### src/hw/rtl/lmtc_pkg.sv
// ----------------------------------------------------------------------------
// LMTC package
// Types and timing constants of the LCD mode timing controller.
// ----------------------------------------------------------------------------
package lmtc_pkg;

  localparam int LINE_CYCLES = 456;  // cycles per scan line
  localparam int FRAME_LINES = 154;  // lines per frame
  localparam int VBLANK_LINE = 144;  // first vblank line (cycle 65664)
  localparam int MODE2_END   = 80;   // last line cycle of object scan
  localparam int MODE3_END   = 252;  // last line cycle of transfer

  localparam logic [1:0] MODE_HBLANK   = 2'd0;
  localparam logic [1:0] MODE_VBLANK   = 2'd1;
  localparam logic [1:0] MODE_SCAN     = 2'd2;
  localparam logic [1:0] MODE_TRANSFER = 2'd3;

  typedef struct packed {
    logic [7:0] cycles;
    logic       lcd_enable;
    logic [7:0] line_compare;
    logic       hblank_irq_enable;
    logic       vblank_stat_enable;
    logic       oam_irq_enable;
    logic       match_irq_enable;
  } step_item_t;

  typedef struct packed {
    logic [7:0] line_number;
    logic [1:0] lcd_mode;
    logic       coincidence;
    logic       vblank_request;
    logic       stat_request;
    logic       render_line;
    logic       present_frame;
  } report_item_t;

  // Frame position is kept as line and position within the line, so no
  // division is needed; line_cycle is the separate mode counter.
  typedef struct packed {
    logic [7:0] line;
    logic [8:0] line_pos;
    logic [8:0] line_cycle;
    logic [1:0] mode;
    logic       match;
  } timing_state_t;

endpackage

### src/hw/rtl/lmtc_step_if.sv
// ----------------------------------------------------------------------------
// LMTC step channel
// Valid/ready channel carrying one elapsed-cycle item.
// ----------------------------------------------------------------------------
interface lmtc_step_if;
  import lmtc_pkg::*;

  logic       valid;
  logic       ready;
  step_item_t data;

  modport source (output valid, output data, input ready);
  modport sink (input valid, input data, output ready);
endinterface

### src/hw/rtl/lmtc_report_if.sv
// ----------------------------------------------------------------------------
// LMTC report channel
// Valid/ready channel carrying one timing status item.
// ----------------------------------------------------------------------------
interface lmtc_report_if;
  import lmtc_pkg::*;

  logic         valid;
  logic         ready;
  report_item_t data;

  modport source (output valid, output data, input ready);
  modport sink (input valid, input data, output ready);
endinterface

### src/hw/rtl/lmtc_step.sv
// ----------------------------------------------------------------------------
// LMTC step logic
// Next timing state and status item for one elapsed-cycle item.
// ----------------------------------------------------------------------------
module lmtc_step (
  input  lmtc_pkg::timing_state_t cur,
  input  lmtc_pkg::step_item_t    item,
  output lmtc_pkg::timing_state_t nxt,
  output lmtc_pkg::report_item_t  res
);
  import lmtc_pkg::*;

  logic [9:0] pos_sum;
  logic [8:0] pos_next;
  logic       carry;
  logic [7:0] line_inc;
  logic       wrap;
  logic [7:0] line_next;
  logic       vblank;
  logic [8:0] lc_base;
  logic [9:0] lc_sum;
  logic [8:0] lc_next;

  // Advance frame position; a step never spans more than one line boundary.
  always_comb begin
    pos_sum   = {1'b0, cur.line_pos} + {2'b00, item.cycles};
    carry     = pos_sum >= 10'(LINE_CYCLES);
    pos_next  = carry ? 9'(pos_sum - 10'(LINE_CYCLES)) : pos_sum[8:0];
    line_inc  = cur.line + {7'd0, carry};
    wrap      = line_inc == 8'(FRAME_LINES);
    line_next = wrap ? 8'd0 : line_inc;
    vblank    = line_next >= 8'(VBLANK_LINE);
    // On frame wrap the mode counter restarts at the leftover frame count.
    lc_base   = wrap ? pos_next : cur.line_cycle;
    lc_sum    = {1'b0, lc_base} + {2'b00, item.cycles};
    lc_next   = (lc_sum >= 10'(LINE_CYCLES)) ? 9'(lc_sum - 10'(LINE_CYCLES))
                                             : lc_sum[8:0];
  end

  always_comb begin
    nxt          = cur;
    nxt.line     = line_next;
    nxt.line_pos = pos_next;
    res          = '0;
    res.line_number = line_next;

    // Line compare, only while the LCD is on; flag holds otherwise.
    if (item.lcd_enable) begin
      if (line_next == item.line_compare) begin
        if (!cur.match) begin
          nxt.match        = 1'b1;
          res.stat_request = item.match_irq_enable;
        end
      end else begin
        nxt.match = 1'b0;
      end
    end

    if (vblank) begin
      // Mode counter holds through vblank.
      if (cur.mode != MODE_VBLANK) begin
        nxt.mode           = MODE_VBLANK;
        res.present_frame  = 1'b1;
        res.vblank_request = 1'b1;
        if (item.vblank_stat_enable) begin
          res.stat_request = 1'b1;
        end
      end
    end else begin
      nxt.line_cycle = lc_next;
      if (lc_next <= 9'(MODE2_END)) begin
        if (cur.mode != MODE_SCAN) begin
          nxt.mode = MODE_SCAN;
          if (item.oam_irq_enable) begin
            res.stat_request = 1'b1;
          end
        end
      end else if (lc_next <= 9'(MODE3_END)) begin
        nxt.mode = MODE_TRANSFER;
      end else if (cur.mode != MODE_HBLANK) begin
        nxt.mode        = MODE_HBLANK;
        res.render_line = 1'b1;
        if (item.hblank_irq_enable) begin
          res.stat_request = 1'b1;
        end
      end
    end

    res.lcd_mode    = nxt.mode;
    res.coincidence = nxt.match;
  end
endmodule

### src/hw/rtl/lcd_mode_timing_controller_unit.sv
// ----------------------------------------------------------------------------
// LCD mode timing controller
// Scan line and LCD mode sequencer with STAT and vblank request generation.
// ----------------------------------------------------------------------------
// Usage:
//   step   : one item per handshake with the cycles elapsed since the last
//            item plus LCD enable, line compare value and STAT enable bits.
//   report : one item per step item: line number, LCD mode, coincidence
//            flag, vblank/STAT requests and render/present strobes.
//   A step item accepted on step passes two register stages (input
//   register, result register) before it shows on report.
//   Throughput: one item per cycle while report.ready is high; the state
//   update is a few 10-bit adds and constant compares between the registers.
//   Reset (rst, synchronous): the frame starts at line 0, cycle 0, mode 0,
//   coincidence clear; both stages empty.
//   Stall: when report.ready is low the result register holds its item, the
//   input register fills, and step.ready drops only once both are full.
//   No item is dropped or repeated.
// ----------------------------------------------------------------------------
module lcd_mode_timing_controller_unit (
  input  logic            clk,
  input  logic            rst,
  lmtc_step_if.sink       step,
  lmtc_report_if.source   report
);
  import lmtc_pkg::*;

  logic          in_valid;
  step_item_t    in_data;
  logic          out_valid;
  report_item_t  out_data;
  timing_state_t state;
  timing_state_t state_next;
  report_item_t  res;
  logic          advance;

  // Move the held item into the result register when that one is free.
  assign advance    = in_valid && (!out_valid || report.ready);
  assign step.ready = !in_valid || advance;

  lmtc_step u_step (
    .cur  (state),
    .item (in_data),
    .nxt  (state_next),
    .res  (res)
  );

  // Input register.
  always_ff @(posedge clk) begin
    if (rst) begin
      in_valid <= 1'b0;
    end else if (step.valid && step.ready) begin
      in_valid <= 1'b1;
    end else if (advance) begin
      in_valid <= 1'b0;
    end
  end

  always_ff @(posedge clk) begin
    if (step.valid && step.ready) begin
      in_data <= step.data;
    end
  end

  // Timing state: commit only when the item leaves the input register.
  always_ff @(posedge clk) begin
    if (rst) begin
      state <= '0;
    end else if (advance) begin
      state <= state_next;
    end
  end

  // Result register.
  always_ff @(posedge clk) begin
    if (rst) begin
      out_valid <= 1'b0;
    end else if (advance) begin
      out_valid <= 1'b1;
    end else if (report.ready) begin
      out_valid <= 1'b0;
    end
  end

  always_ff @(posedge clk) begin
    if (advance) begin
      out_data <= res;
    end
  end

  assign report.valid = out_valid;
  assign report.data  = out_data;
endmodule

### src/flat_wrapper.sv
// flat-port wrapper written by rule: the top's interface ports become plain ports
module lcd_mode_timing_controller_unit_flat import lmtc_pkg::*;
  (clk, rst, step_valid, step_data, step_ready, report_valid, report_data, report_ready);
  lmtc_step_if step_i ();
  lmtc_report_if report_i ();
  input  logic clk;
  input  logic rst;
  input wire logic [$bits(step_i.valid)-1:0] step_valid;
  input wire logic [$bits(step_i.data)-1:0] step_data;
  output wire logic [$bits(step_i.ready)-1:0] step_ready;
  output wire logic [$bits(report_i.valid)-1:0] report_valid;
  output wire logic [$bits(report_i.data)-1:0] report_data;
  input wire logic [$bits(report_i.ready)-1:0] report_ready;
  assign step_i.valid = step_valid;
  assign step_i.data = step_data;
  assign step_ready = step_i.ready;
  assign report_valid = report_i.valid;
  assign report_data = report_i.data;
  assign report_i.ready = report_ready;
  lcd_mode_timing_controller_unit u_core (.clk(clk), .rst(rst), .step(step_i), .report(report_i));
endmodule
### config.mk
export PLATFORM = sky130hd
export DESIGN_NAME = lcd_mode_timing_controller_unit_flat
export DESIGN_NICKNAME = d
export VERILOG_FILES = /design/src/hw/rtl/lmtc_pkg.sv /design/src/hw/rtl/lmtc_step_if.sv /design/src/hw/rtl/lmtc_report_if.sv /design/src/hw/rtl/lmtc_step.sv /design/src/hw/rtl/lcd_mode_timing_controller_unit.sv /design/src/flat_wrapper.sv
export SDC_FILE = /design/constraint.sdc
export NUM_CORES = 1
export LEC_CHECK = 0
export BUFFER_PORTS_ARGS = -buffer_cell sky130_fd_sc_hd__buf_2
export CORE_UTILIZATION = 64
export CTS_CLUSTER_DIAMETER = 120
export DETAILED_ROUTE_END_ITERATION = 8
export HOLD_SLACK_MARGIN = 0.06
export PLACE_DENSITY_LB_ADDON = 0.05
export SLEW_MARGIN = 40
export SYNTH_ARGS = -nofsm -noshare
export SYNTH_HDL_FRONTEND = slang
export SYNTH_SLANG_ARGS = --single-unit
### constraint.sdc
create_clock -name clk -period 21.3 [get_ports clk]
set_input_delay 6.39 -clock clk [delete_from_list [all_inputs] [get_ports clk]]
set_output_delay 6.39 -clock clk [all_outputs]
set_load 0.02 [all_outputs]
==> Yosys cells after proc, flatten, opt, wreduce, memory -nomap -nowiden <==
Index checks and enable logic that the tools add are counted.
{ "word_totals": {"regBits": 67, "output_inout_bits": 17, "elab_cells": 76} }
{ "op_classes": {"n_addsub": 5, "n_lt_le_gt_ge": 5, "n_eq_ne": 4, "muxes": 29, "bitwise_logic": 1, "n_reduce_logical": 11} }
{ "op_table": {"columns": ["operator", "n"], "rows": [
  ["9-bit two-way mux", 3],
  ["9-bit by 8-bit adder with 10-bit output", 2],
  ["10-bit by 9-bit >= comparator with 1-bit output (second input constant)", 2],
  ["2-bit two-way mux", 9],
  ["9-bit subtractor (second input constant)", 2],
  ["1-bit two-way mux", 16],
  ["9-bit by 7-bit <= comparator with 1-bit output (second input constant)", 1],
  ["9-bit by 8-bit <= comparator with 1-bit output (second input constant)", 1],
  ["8-bit by 1-bit adder with 8-bit output", 1],
  ["8-bit equality test", 1],
  ["8-bit equality test (second input constant)", 1],
  ["8-bit >= comparator (second input constant)", 1],
  ["8-bit two-way mux", 1],
  ["2-bit nonzero test", 3],
  ["3-bit OR reduction", 1],
  ["1-bit logical AND", 2],
  ["1-bit zero test", 2],
  ["1-bit logical OR", 2],
  ["2-bit by 1-bit inequality test with 1-bit output (second input constant)", 1],
  ["2-bit inequality test (second input constant)", 1],
  ["2-bit AND reduction", 1],
  ["1-bit NOT", 1]
]} }

==> Depth between registers and ports, before layout <==
Gate-level depths: netlist of run 1.
{ "depth": {"word_depth": 13, "depth_mapped": 32, "ltp_nobuf": 30} }

==> By module <==
From an unflattened synthesis of run 1, not the netlist that was laid out.
{ "unflattened": {"hier_cells": 449, "hier_area_um2": 4468.0} }
{ "by_module_without_submodules": {"columns": ["mod", "instances", "cells_per_inst", "area_per_inst_um2"], "rows": [
  ["lcd_mode_timing_controller_unit", 1, 172, 2496.1],
  ["lmtc_step", 1, 277, 1971.9]
]} }

==> Worst setup path after synthesis of run 1 <==
No wires, ideal clock.
{ "synth_timing": {"kind": "in2out", "from": "in report_ready", "to": "out step_ready", "arrival_time_ps": 6742, "required_time_ps": 14910, "slack_ps": 8168, "cell_stages": 2, "n_path_buf": 0, "path_cell_list": "nor2b_1 -> nand2_1"} }
{ "synth_via": {"elab_chain_cells": 3} }
{ "synth_lines": {"columns": ["item", "line", "source"], "rows": [
  ["from (decl)", "flat_wrapper.sv:13", "input wire logic [$bits(report_i.ready)-1:0] report_ready;"],
  ["1-bit logical OR", "lcd_mode_timing_controller_unit.sv:38", "assign advance = in_valid && (!out_valid || report.ready);"],
  ["1-bit logical AND", "lcd_mode_timing_controller_unit.sv:38", null],
  ["1-bit logical OR", "lcd_mode_timing_controller_unit.sv:39", "assign step.ready = !in_valid || advance;"],
  ["to (decl)", "flat_wrapper.sv:10", "output wire logic [$bits(step_i.ready)-1:0] step_ready;"]
]} }
No other way between the ends.

==> Final worst setup path of run 1 <==
Ends and elaborated chain as after synthesis.

==> results_dict.tcl, run 1 <==
set metrics [dict create \
    dpl_cell_area_um2 4240 \
    hold_viol 0 \
    crit_fanout 4 \
    finalSetupViolations 0 \
    numCtsBuffers 9 \
    crit_path_end "step_ready" \
    drive_gt1_share_pct 17.0 \
    max_freq_mhz 75.0 \
    ant_nets 0 \
    vias 3242 \
    critPathLaunchType "input port" \
    gp_congestion 0.907 \
    synth_edf_count 35 \
    status "complete, no violations" \
    nNetsFinal 508 \
    stdcell_area_um2 4430 \
    fill_cells 462 \
    skew_ns 0.00913 \
    die_h_um 81.1 \
    r2r_slack_ns 12.89 \
    peakVddDrop_mv 0.0556 \
    yosys_warnings 0 \
    drc 0 \
    synth_ff_type "edfxtp_1" \
    final_max_slew_viol_count 0 \
    final_util_pct 74.0 \
    worst_pin_slew_ns 0.816 \
    dp_hpwl_um 6430 \
    hold_buffers 0 \
    stdcell_count 540 \
    dr.pass1.iters 5 \
    p_per_area_nw_per_um2 75.1 \
    relSlewSlack_pct 45.1 \
    fin_crit_sh_pct 62.6 \
    cp-startpoint "report_ready" \
    chipWidth_um 81.1 \
    hold_class "flop to flop" \
    syn_avg_cell_area_um2 9.46 \
    path_clk_slew_ns 0.07 \
    layout_commonest_cell "nand2_1" \
    critPathRequiredTime_ns 14.91 \
    syn_area_um2 4000 \
    grt_pass1_vias 2816 \
    use_met3_pct 6.29 \
    p_int_mw 0.228 \
    ioPinCount 42 \
    initial_core_util_pct 66.8 \
    switchingPower_mw 0.105 \
    setup_tns_ns 0 \
    grt_pass1_wl_um 13500 \
    cts-resized-gates 0 \
    p_leak_nw 1.80 \
    dieArea_um2 6570 \
    fin_crit_ns 13.33 \
    core_um2 5990 \
    mostFrequentLayoutCells "nand2_1 (49), buf_2 (41), nor2_1 (40)" \
    grt_antenna_before_repair 0 \
    cts_tree "done" \
    grt_util_met1_pct 38.8 \
    power_frac_seq_pct 43.9 \
    avgRoutedWirePerCell_um 16.2 \
    whs_ns 0.470 \
    dp.cells 524 \
    clkPwrFrac_pct 31.3 \
    critical_path_arrival_ns 6.94 \
    rsz0062_at_grt "no" \
    clkSinkCount 66 \
    antenna_cells 0 \
    swShare_pct 31.6 \
    critPathCaptureType "output pin" \
    grt.busiest_layer "met2" \
    pwr-share-comb_pct 24.8 \
    yosysUniqueCellTypes 65 \
    viasPerCell 6.00 \
    yosysSeqAreaShare_pct 41.8 \
    drv_cap 0 \
    crit_type "input port to output pin" \
    ys_async_sr_fraction_pct 0 \
    netlist_instances 423 \
    grt_max_degree 36 \
    gr-total-overflow 0 \
    num_rows 28 \
    cts_root_buf "clkbuf_8" \
    timing.rr.end "u_core.report.data[2]" \
    area_delta_synth_final_pct 10.8 \
    clock_path_buffers 2 \
    use_met2_pct 43.3 \
    grtUsageTotal_pct 28.0 \
    clock_latency_ns 0.35 \
    port_buffers 41 \
    cts_max_level 3 \
    ys_seq_elements 66 \
    rr_worst_depth 28 \
    drt_first_iter_violations 187 \
    routed_wl_um 8740 \
    synth_nets 471 \
    cts_setup_buffers 0 \
    r2r_start "u_core.in_data[13]" \
]
[cells in the mapped netlist (3+ instances only)]
library cell | n | share of area, %
clkbuf_1 | 10 | 0.94
buf_2 | 3 | 0.38
nor2_1 | 41 | 3.8
a31oi_1 | 4 | 0.63
o21a_1 | 4 | 0.75
o22a_1 | 3 | 0.66
xor2_1 | 18 | 3.9
nand2b_1 | 9 | 1.4
o21ai_0 | 20 | 2.5
and2_1 | 5 | 0.78
nand4_1 | 5 | 0.78
nand2_1 | 49 | 4.6
o211ai_1 | 4 | 0.75
mux2i_1 | 4 | 1.0
a21o_1 | 11 | 2.1
edfxtp_1 | 35 | 26
dfxtp_1 | 31 | 16
or2_2 | 3 | 0.47
and3_1 | 3 | 0.47
o21ai_1 | 5 | 0.63
or3_1 | 6 | 0.94
nor3_1 | 9 | 1.1
nor2b_1 | 5 | 0.78
xnor2_1 | 14 | 3.1
inv_1 | 11 | 1.0
ha_1 | 21 | 6.6
nand3_1 | 8 | 1.0
a211oi_1 | 14 | 2.6
a21oi_1 | 20 | 2.5
[worst min path at each step]
stage | start | endpoint | slack, ns | cells after the start
6_report | u_core.state[12] | u_core.state[12] | 0.47 | 2
5_1_grt | u_core.state[12] | u_core.state[12] | 0.51 | 2
4_1_cts | u_core.state[12] | u_core.state[12] | 0.47 | 2
3_5_place_dp | u_core.state[12] | u_core.state[12] | 0.46 | 2
3_3_place_gp | u_core.state[12] | u_core.state[12] | 0.45 | 2
2_1_floorplan | u_core.state[12] | u_core.state[12] | 0.44 | 2
[metrics by stage]
stage,power [mW],worst slack (ns)
2_1_floorplan,0.211,8.17
3_3_place_gp,0.228,8.00
3_5_place_dp,0.230,7.98
4_1_cts,0.332,7.98
5_1_grt,0.348,7.92
6_report,0.333,7.97
[power groups by stage]
stage,logic [mW],clock network (mW),registers (mW)
6_report,0.0825,0.104,0.146
5_1_grt,0.0902,0.111,0.147
4_1_cts,0.0812,0.105,0.146
3_5_place_dp,0.0808,0,0.149
3_3_place_gp,0.0791,0,0.149
2_1_floorplan,0.0606,0,0.150
[flip-flops by register name, indices dropped and copies added (netlist names)]
signal / flops
u_core.report.data: 14
u_core.state: 29
u_core.in_valid: 1
u_core.report.valid: 1
u_core.in_data: 21
[cell families after synthesis]
logic type | count (synthesis) | share of synthesized area (%)
simple gates | 156 | 18.8
compound gates | 112 | 20.0
flops | 66 | 41.8
xor+xnor | 33 | 7.41
buf+inv | 28 | 3.09
fa+ha+maj | 23 | 7.56
mux | 5 | 1.28
[area by class of cell]
class,instances,area [um^2],area share [%]
multi-input cells,329,2220,50.0
flip-flops and latches,66,1670,37.7
repair buffers,42,213,4.80
clock buffers,9,124,2.79
well taps,75,93.8,2.12
clock inverters,7,68.8,1.55
inverters,12,45.0,1.02
[critical path, stage by stage]
cell	delay [ns]
buf_2	0.09
nor2b_1	0.20
nand2_1	0.09
buf_2	0.16
[per-layer routing]
layer  share of wire [%]  wire length (um)
met1                  49              4270
met2                  45              3970
met3                 4.2               369
met4                 1.4               119
met5                   0                 0
Power figures use the tool's default switching activity.
==> run 2: changes to the inputs <==
--- a/config.mk
+++ b/config.mk
@@ -6,7 +6,7 @@
 export NUM_CORES = 1
 export LEC_CHECK = 0
 export BUFFER_PORTS_ARGS = -buffer_cell sky130_fd_sc_hd__buf_2
-export CORE_UTILIZATION = 64
+export CORE_UTILIZATION = 59
 export CTS_CLUSTER_DIAMETER = 120
 export DETAILED_ROUTE_END_ITERATION = 8
 export HOLD_SLACK_MARGIN = 0.06
==> constraint.sdc (replaced) <==
create_clock -name clk -period 13.37 [get_ports clk]
set_input_delay 4.011 -clock clk [delete_from_list [all_inputs] [get_ports clk]]
set_output_delay 4.011 -clock clk [all_outputs]
set_load 0.02 [all_outputs]
==> results_dict.tcl, run 2 (synthesized netlist as in run 1, its figures left out) <==
set metrics [dict create \
    rsz0062_at_grt "no" \
    top_register "u_core.state" \
    power_frac_seq_pct 42.8 \
    vias 3261 \
    initial_core_util_pct 62.0 \
    wl_met1_um 4080 \
    cts_setup_buffers 0 \
    switchingPower_mw 0.163 \
    drv_cap 0 \
    ant_nets 0 \
    swShare_pct 29.9 \
    max_freq_mhz 117 \
    path_clk_slew_ns 0.07 \
    finalSetupViolations 0 \
    die_h_um 84.4 \
    grt_max_degree 41 \
    highest_layer "met4" \
    fill_cells 529 \
    avgRoutedWirePerCell_um 15.9 \
    area_delta_synth_final_pct 11.4 \
    critPathCaptureType "output pin" \
    mostFrequentLayoutCells "nand2_1 (49), buf_2 (41), nor2_1 (40)" \
    dp_hpwl_um 6390 \
    gp_congestion 0.941 \
    cts_root_buf "clkbuf_8" \
    grt_pass1_wl_um 14200 \
    critPathRequiredTime_ns 9.36 \
    clock_path_buffers 2 \
    critPathLaunchType "input port" \
    hold_buffers 0 \
    hold_viol 0 \
    grt_pass1_vias 3043 \
    gr-total-overflow 0 \
    violations "design-rule violations" \
    drive_gt1_share_pct 17.0 \
    peakVddDrop_mv 0.0797 \
    clkPwrFrac_pct 33.1 \
    dr.pass1.iters 9 \
    critical_path_arrival_ns 4.57 \
    p_int_mw 0.381 \
    chipWidth_um 84.4 \
    drc 2 \
    p_leak_nw 1.81 \
    relSlewSlack_pct 54.9 \
    fin_crit_ns 8.58 \
    status "finished, violations left" \
    numCtsBuffers 9 \
    cts_max_level 3 \
    total_power_mw 0.544 \
    clock_latency_ns 0.34 \
    ioPinCount 42 \
    cts_tree "done" \
    worst_pin_slew_ns 0.674 \
    antenna_cells 0 \
    grt_antenna_before_repair 0 \
    largest_reg_flops 29 \
    num_rows 29 \
    setup_tns_ns 0 \
    crit_type "input port to output pin" \
    nNetsFinal 508 \
    p_per_area_nw_per_um2 122 \
    grtUsageTotal_pct 25.7 \
    clkSinkCount 66 \
    core_um2 6460 \
    cts-resized-gates 0 \
    layout_commonest_cell "nand2_1" \
    hold_class "flop to flop" \
    viasPerCell 6.02 \
    fin_crit_sh_pct 64.2 \
    port_buffers 41 \
    wl_met3_um 400 \
    pwr-share-comb_pct 24.1 \
    drt_first_iter_violations 194 \
    crit_fanout 4 \
    stdcell_count 542 \
    skew_ns 0.00897 \
    dieArea_um2 7120 \
    routed_wl_um 8600 \
    route.met2.wl_um 3980 \
    dp.cells 526 \
    final_max_slew_viol_count 0 \
]
run 2: critical path: stages:
cell	delay [ns]
buf_2	0.10
nor2b_1	0.20
nand2_1	0.10
buf_2	0.16
run 2: layout make-up:
class	instances	area (um^2)	area share, %
multi-input combinational	329	2220	49.9
sequential	66	1670	37.5
timing repair buffer	42	213	4.77
clock buffer	10	128	2.86
tap	77	96.3	2.16
clock inverter	6	81.3	1.82
inverter	12	45.0	1.01
run 2: worst paths after layout:
path	slack (ns)	depth (start not counted)	from	to
hold reg to reg	0.48	2	u_core.state[12]	u_core.state[12]
setup reg to reg	5.24	28	u_core.in_data[13]	u_core.report.data[2]
setup / recovery	4.79	4	report_ready	step_ready
hold / removal	0.48	2	u_core.state[12]	u_core.state[12]
run 2: through the flow:
stage	setup WS [ns]	hold WS (ns)	util, %	instance area [um^2]
CTS	4.79	0.475	68.9	4450
global route	4.64	0.510	69.0	4460
floorplan	5.00	0.441	-	4000
finish	4.79	0.479	69.0	4460
detailed placement	4.79	0.465	65.7	4240
global placement	4.83	0.453	65.5	4230
run 2: power groups by stage:
stage	Sequential, mW	Combinational [mW]	Clock, mW
final	0.233	0.131	0.180
after global routing	0.234	0.146	0.191
after CTS	0.233	0.129	0.183
after detailed placement	0.238	0.129	0
after global placement	0.237	0.126	0
after floorplan	0.239	0.0965	0
run 2: layer usage:
| layer | vias up | GRT usage [%] |
|---|---|---|
| li1 | 1629 | - |
| met1 | 1528 | 34.3 |
| met2 | 90 | 41.7 |
| met3 | 14 | 6.39 |
| met4 | 0 | 7.55 |
| met5 | - | 0 |
==> run 3: changes to the inputs <==
==> constraint.sdc (replaced) <==
create_clock -name clk -period 8.75 [get_ports clk]
set_input_delay 2.625 -clock clk [delete_from_list [all_inputs] [get_ports clk]]
set_output_delay 2.625 -clock clk [all_outputs]
set_load 0.02 [all_outputs]
==> results_dict.tcl, run 3 (synthesized netlist as in run 1, its figures left out) <==
set metrics [dict create \
    clock_path_buffers 2 \
    critical_path_arrival_ns 8.04 \
    layout_commonest_cell "nand2_1" \
    worst_pin_slew_ns 0.801 \
    cts_root_buf "clkbuf_8" \
    path_clk_slew_ns 0.07 \
    hold_buffers 0 \
    grt_max_degree 32 \
    worstHoldStart "u_core.state[12]" \
    initial_core_util_pct 62.0 \
    numCtsBuffers 9 \
    use_met2_pct 43.2 \
    p_leak_nw 1.80 \
    gr-total-overflow 0 \
    gp_congestion 0.939 \
    final_max_slew_viol_count 0 \
    fin_crit_ns 7.87 \
    chipWidth_um 84.4 \
    port_buffers 41 \
    rsz0062_at_grt "no" \
    cpMostUsedCell "ha_1" \
    nNetsFinal 509 \
    grt_pass1_vias 3109 \
    cp-startpoint "u_core.in_data[13]" \
    num_rows 29 \
    hold_class "flop to flop" \
    avgRoutedWirePerCell_um 16.5 \
    drive_gt1_share_pct 16.7 \
    relSlewSlack_pct 46.5 \
    final_util_pct 68.9 \
    hold_viol 0 \
    crit_type "flop to flop" \
    crit_fanout 17 \
    cp_top_family "compound AO/OA/AOI/OAI gates" \
    max_freq_mhz 127 \
    critPathCaptureType "flop" \
    slowest_stage "o31ai_1" \
    die_h_um 84.4 \
    cts-resized-gates 0 \
    skew_ns 0.00978 \
    critPathMaxStageDelay_ns 0.71 \
    final-seq-area_um2 1670 \
    top_register "u_core.state" \
    violations "design-rule violations" \
    grt.busiest_layer "met2" \
    critPathRequiredTime_ns 8.92 \
    cts_tree "done" \
    peakVddDrop_mv 0.112 \
    drt_first_iter_violations 207 \
    multiInputGateArea_um2 2210 \
    r2r_start "u_core.in_data[13]" \
    grt_antenna_before_repair 0 \
    dieArea_um2 7120 \
    ant_nets 0 \
    cts_setup_buffers 0 \
    antenna_cells 0 \
    dp_hpwl_um 6670 \
    drc 2 \
    clock_latency_ns 0.34 \
    ioPinCount 42 \
    cts_max_level 3 \
    largest_reg_flops 29 \
    mostFrequentLayoutCells "nand2_1 (49), buf_2 (41), nor2_1 (40)" \
    area_delta_synth_final_pct 11.3 \
    fill_cells 515 \
    cp_num_buf_inv 0 \
    fin_crit_sh_pct 89.9 \
    grt_util_met1_pct 36.8 \
    dr.pass1.iters 8 \
    finalSetupViolations 0 \
    routed_wl_um 8990 \
    grt_pass1_wl_um 14900 \
    critPathLaunchType "flop" \
    use_met3_pct 5.01 \
    drv_cap 0 \
    p_per_area_nw_per_um2 187 \
    core_um2 6460 \
    setup_tns_ns 0 \
    clkSinkCount 66 \
    vias 3271 \
    status "finished, violations left" \
    viasPerCell 6.02 \
    grtUsageTotal_pct 26.9 \
]
-- run 3: layout make-up --
class | count | share of cell area, %
Inverter | 12 | 1.01
Multi-Input combinational cell | 329 | 49.6
Timing Repair Buffer | 43 | 4.95
Clock buffer | 10 | 2.87
Tap cell | 77 | 2.16
Clock inverter | 6 | 1.83
Sequential cell | 66 | 37.5
-- run 3: metrics by stage --
stage	hold WS (ns)	setup slack, ns	instance area, um^2	total power [mW]	std cells
floorplan	0.441	1.79	4000	0.513	423
global placement	0.452	1.18	4240	0.559	527
detailed placement	0.473	0.976	4240	0.560	527
CTS	0.483	0.945	4450	0.833	543
global route	0.515	0.211	4450	0.874	543
finish	0.480	0.881	4450	0.832	543
-- run 3: worst min-delay path, stage by stage (launching register included) --
cell and delay (ns):
dfxtp_1 0.32, nand2_1 0.06, a21oi_1 0.06
-- run 3: per-layer routing --
metal | vias up | share of wire, % | wire (um)
met5 | - | 0 | 0
met4 | 0 | 1.7 | 154
met3 | 14 | 4.1 | 365
met2 | 78 | 46 | 4180
met1 | 1547 | 48 | 4290
li1 | 1632 | - | -
-- run 3: where the power goes --
part / switching [mW] / internal (mW)
combinational: 0.123 / 0.0780
sequential: 0.0105 / 0.346
clock: 0.117 / 0.159
total: 0.250 / 0.582
-- run 3: path summary, 6_finish.rpt --
check	cells past startpoint	to	slack (ns)
worst min-delay path	2	u_core.state[12]	0.48
worst max register to register	28	u_core.report.data[2]	0.88
worst max-delay path	28	u_core.report.data[2]	0.88
worst min register to register	2	u_core.state[12]	0.48
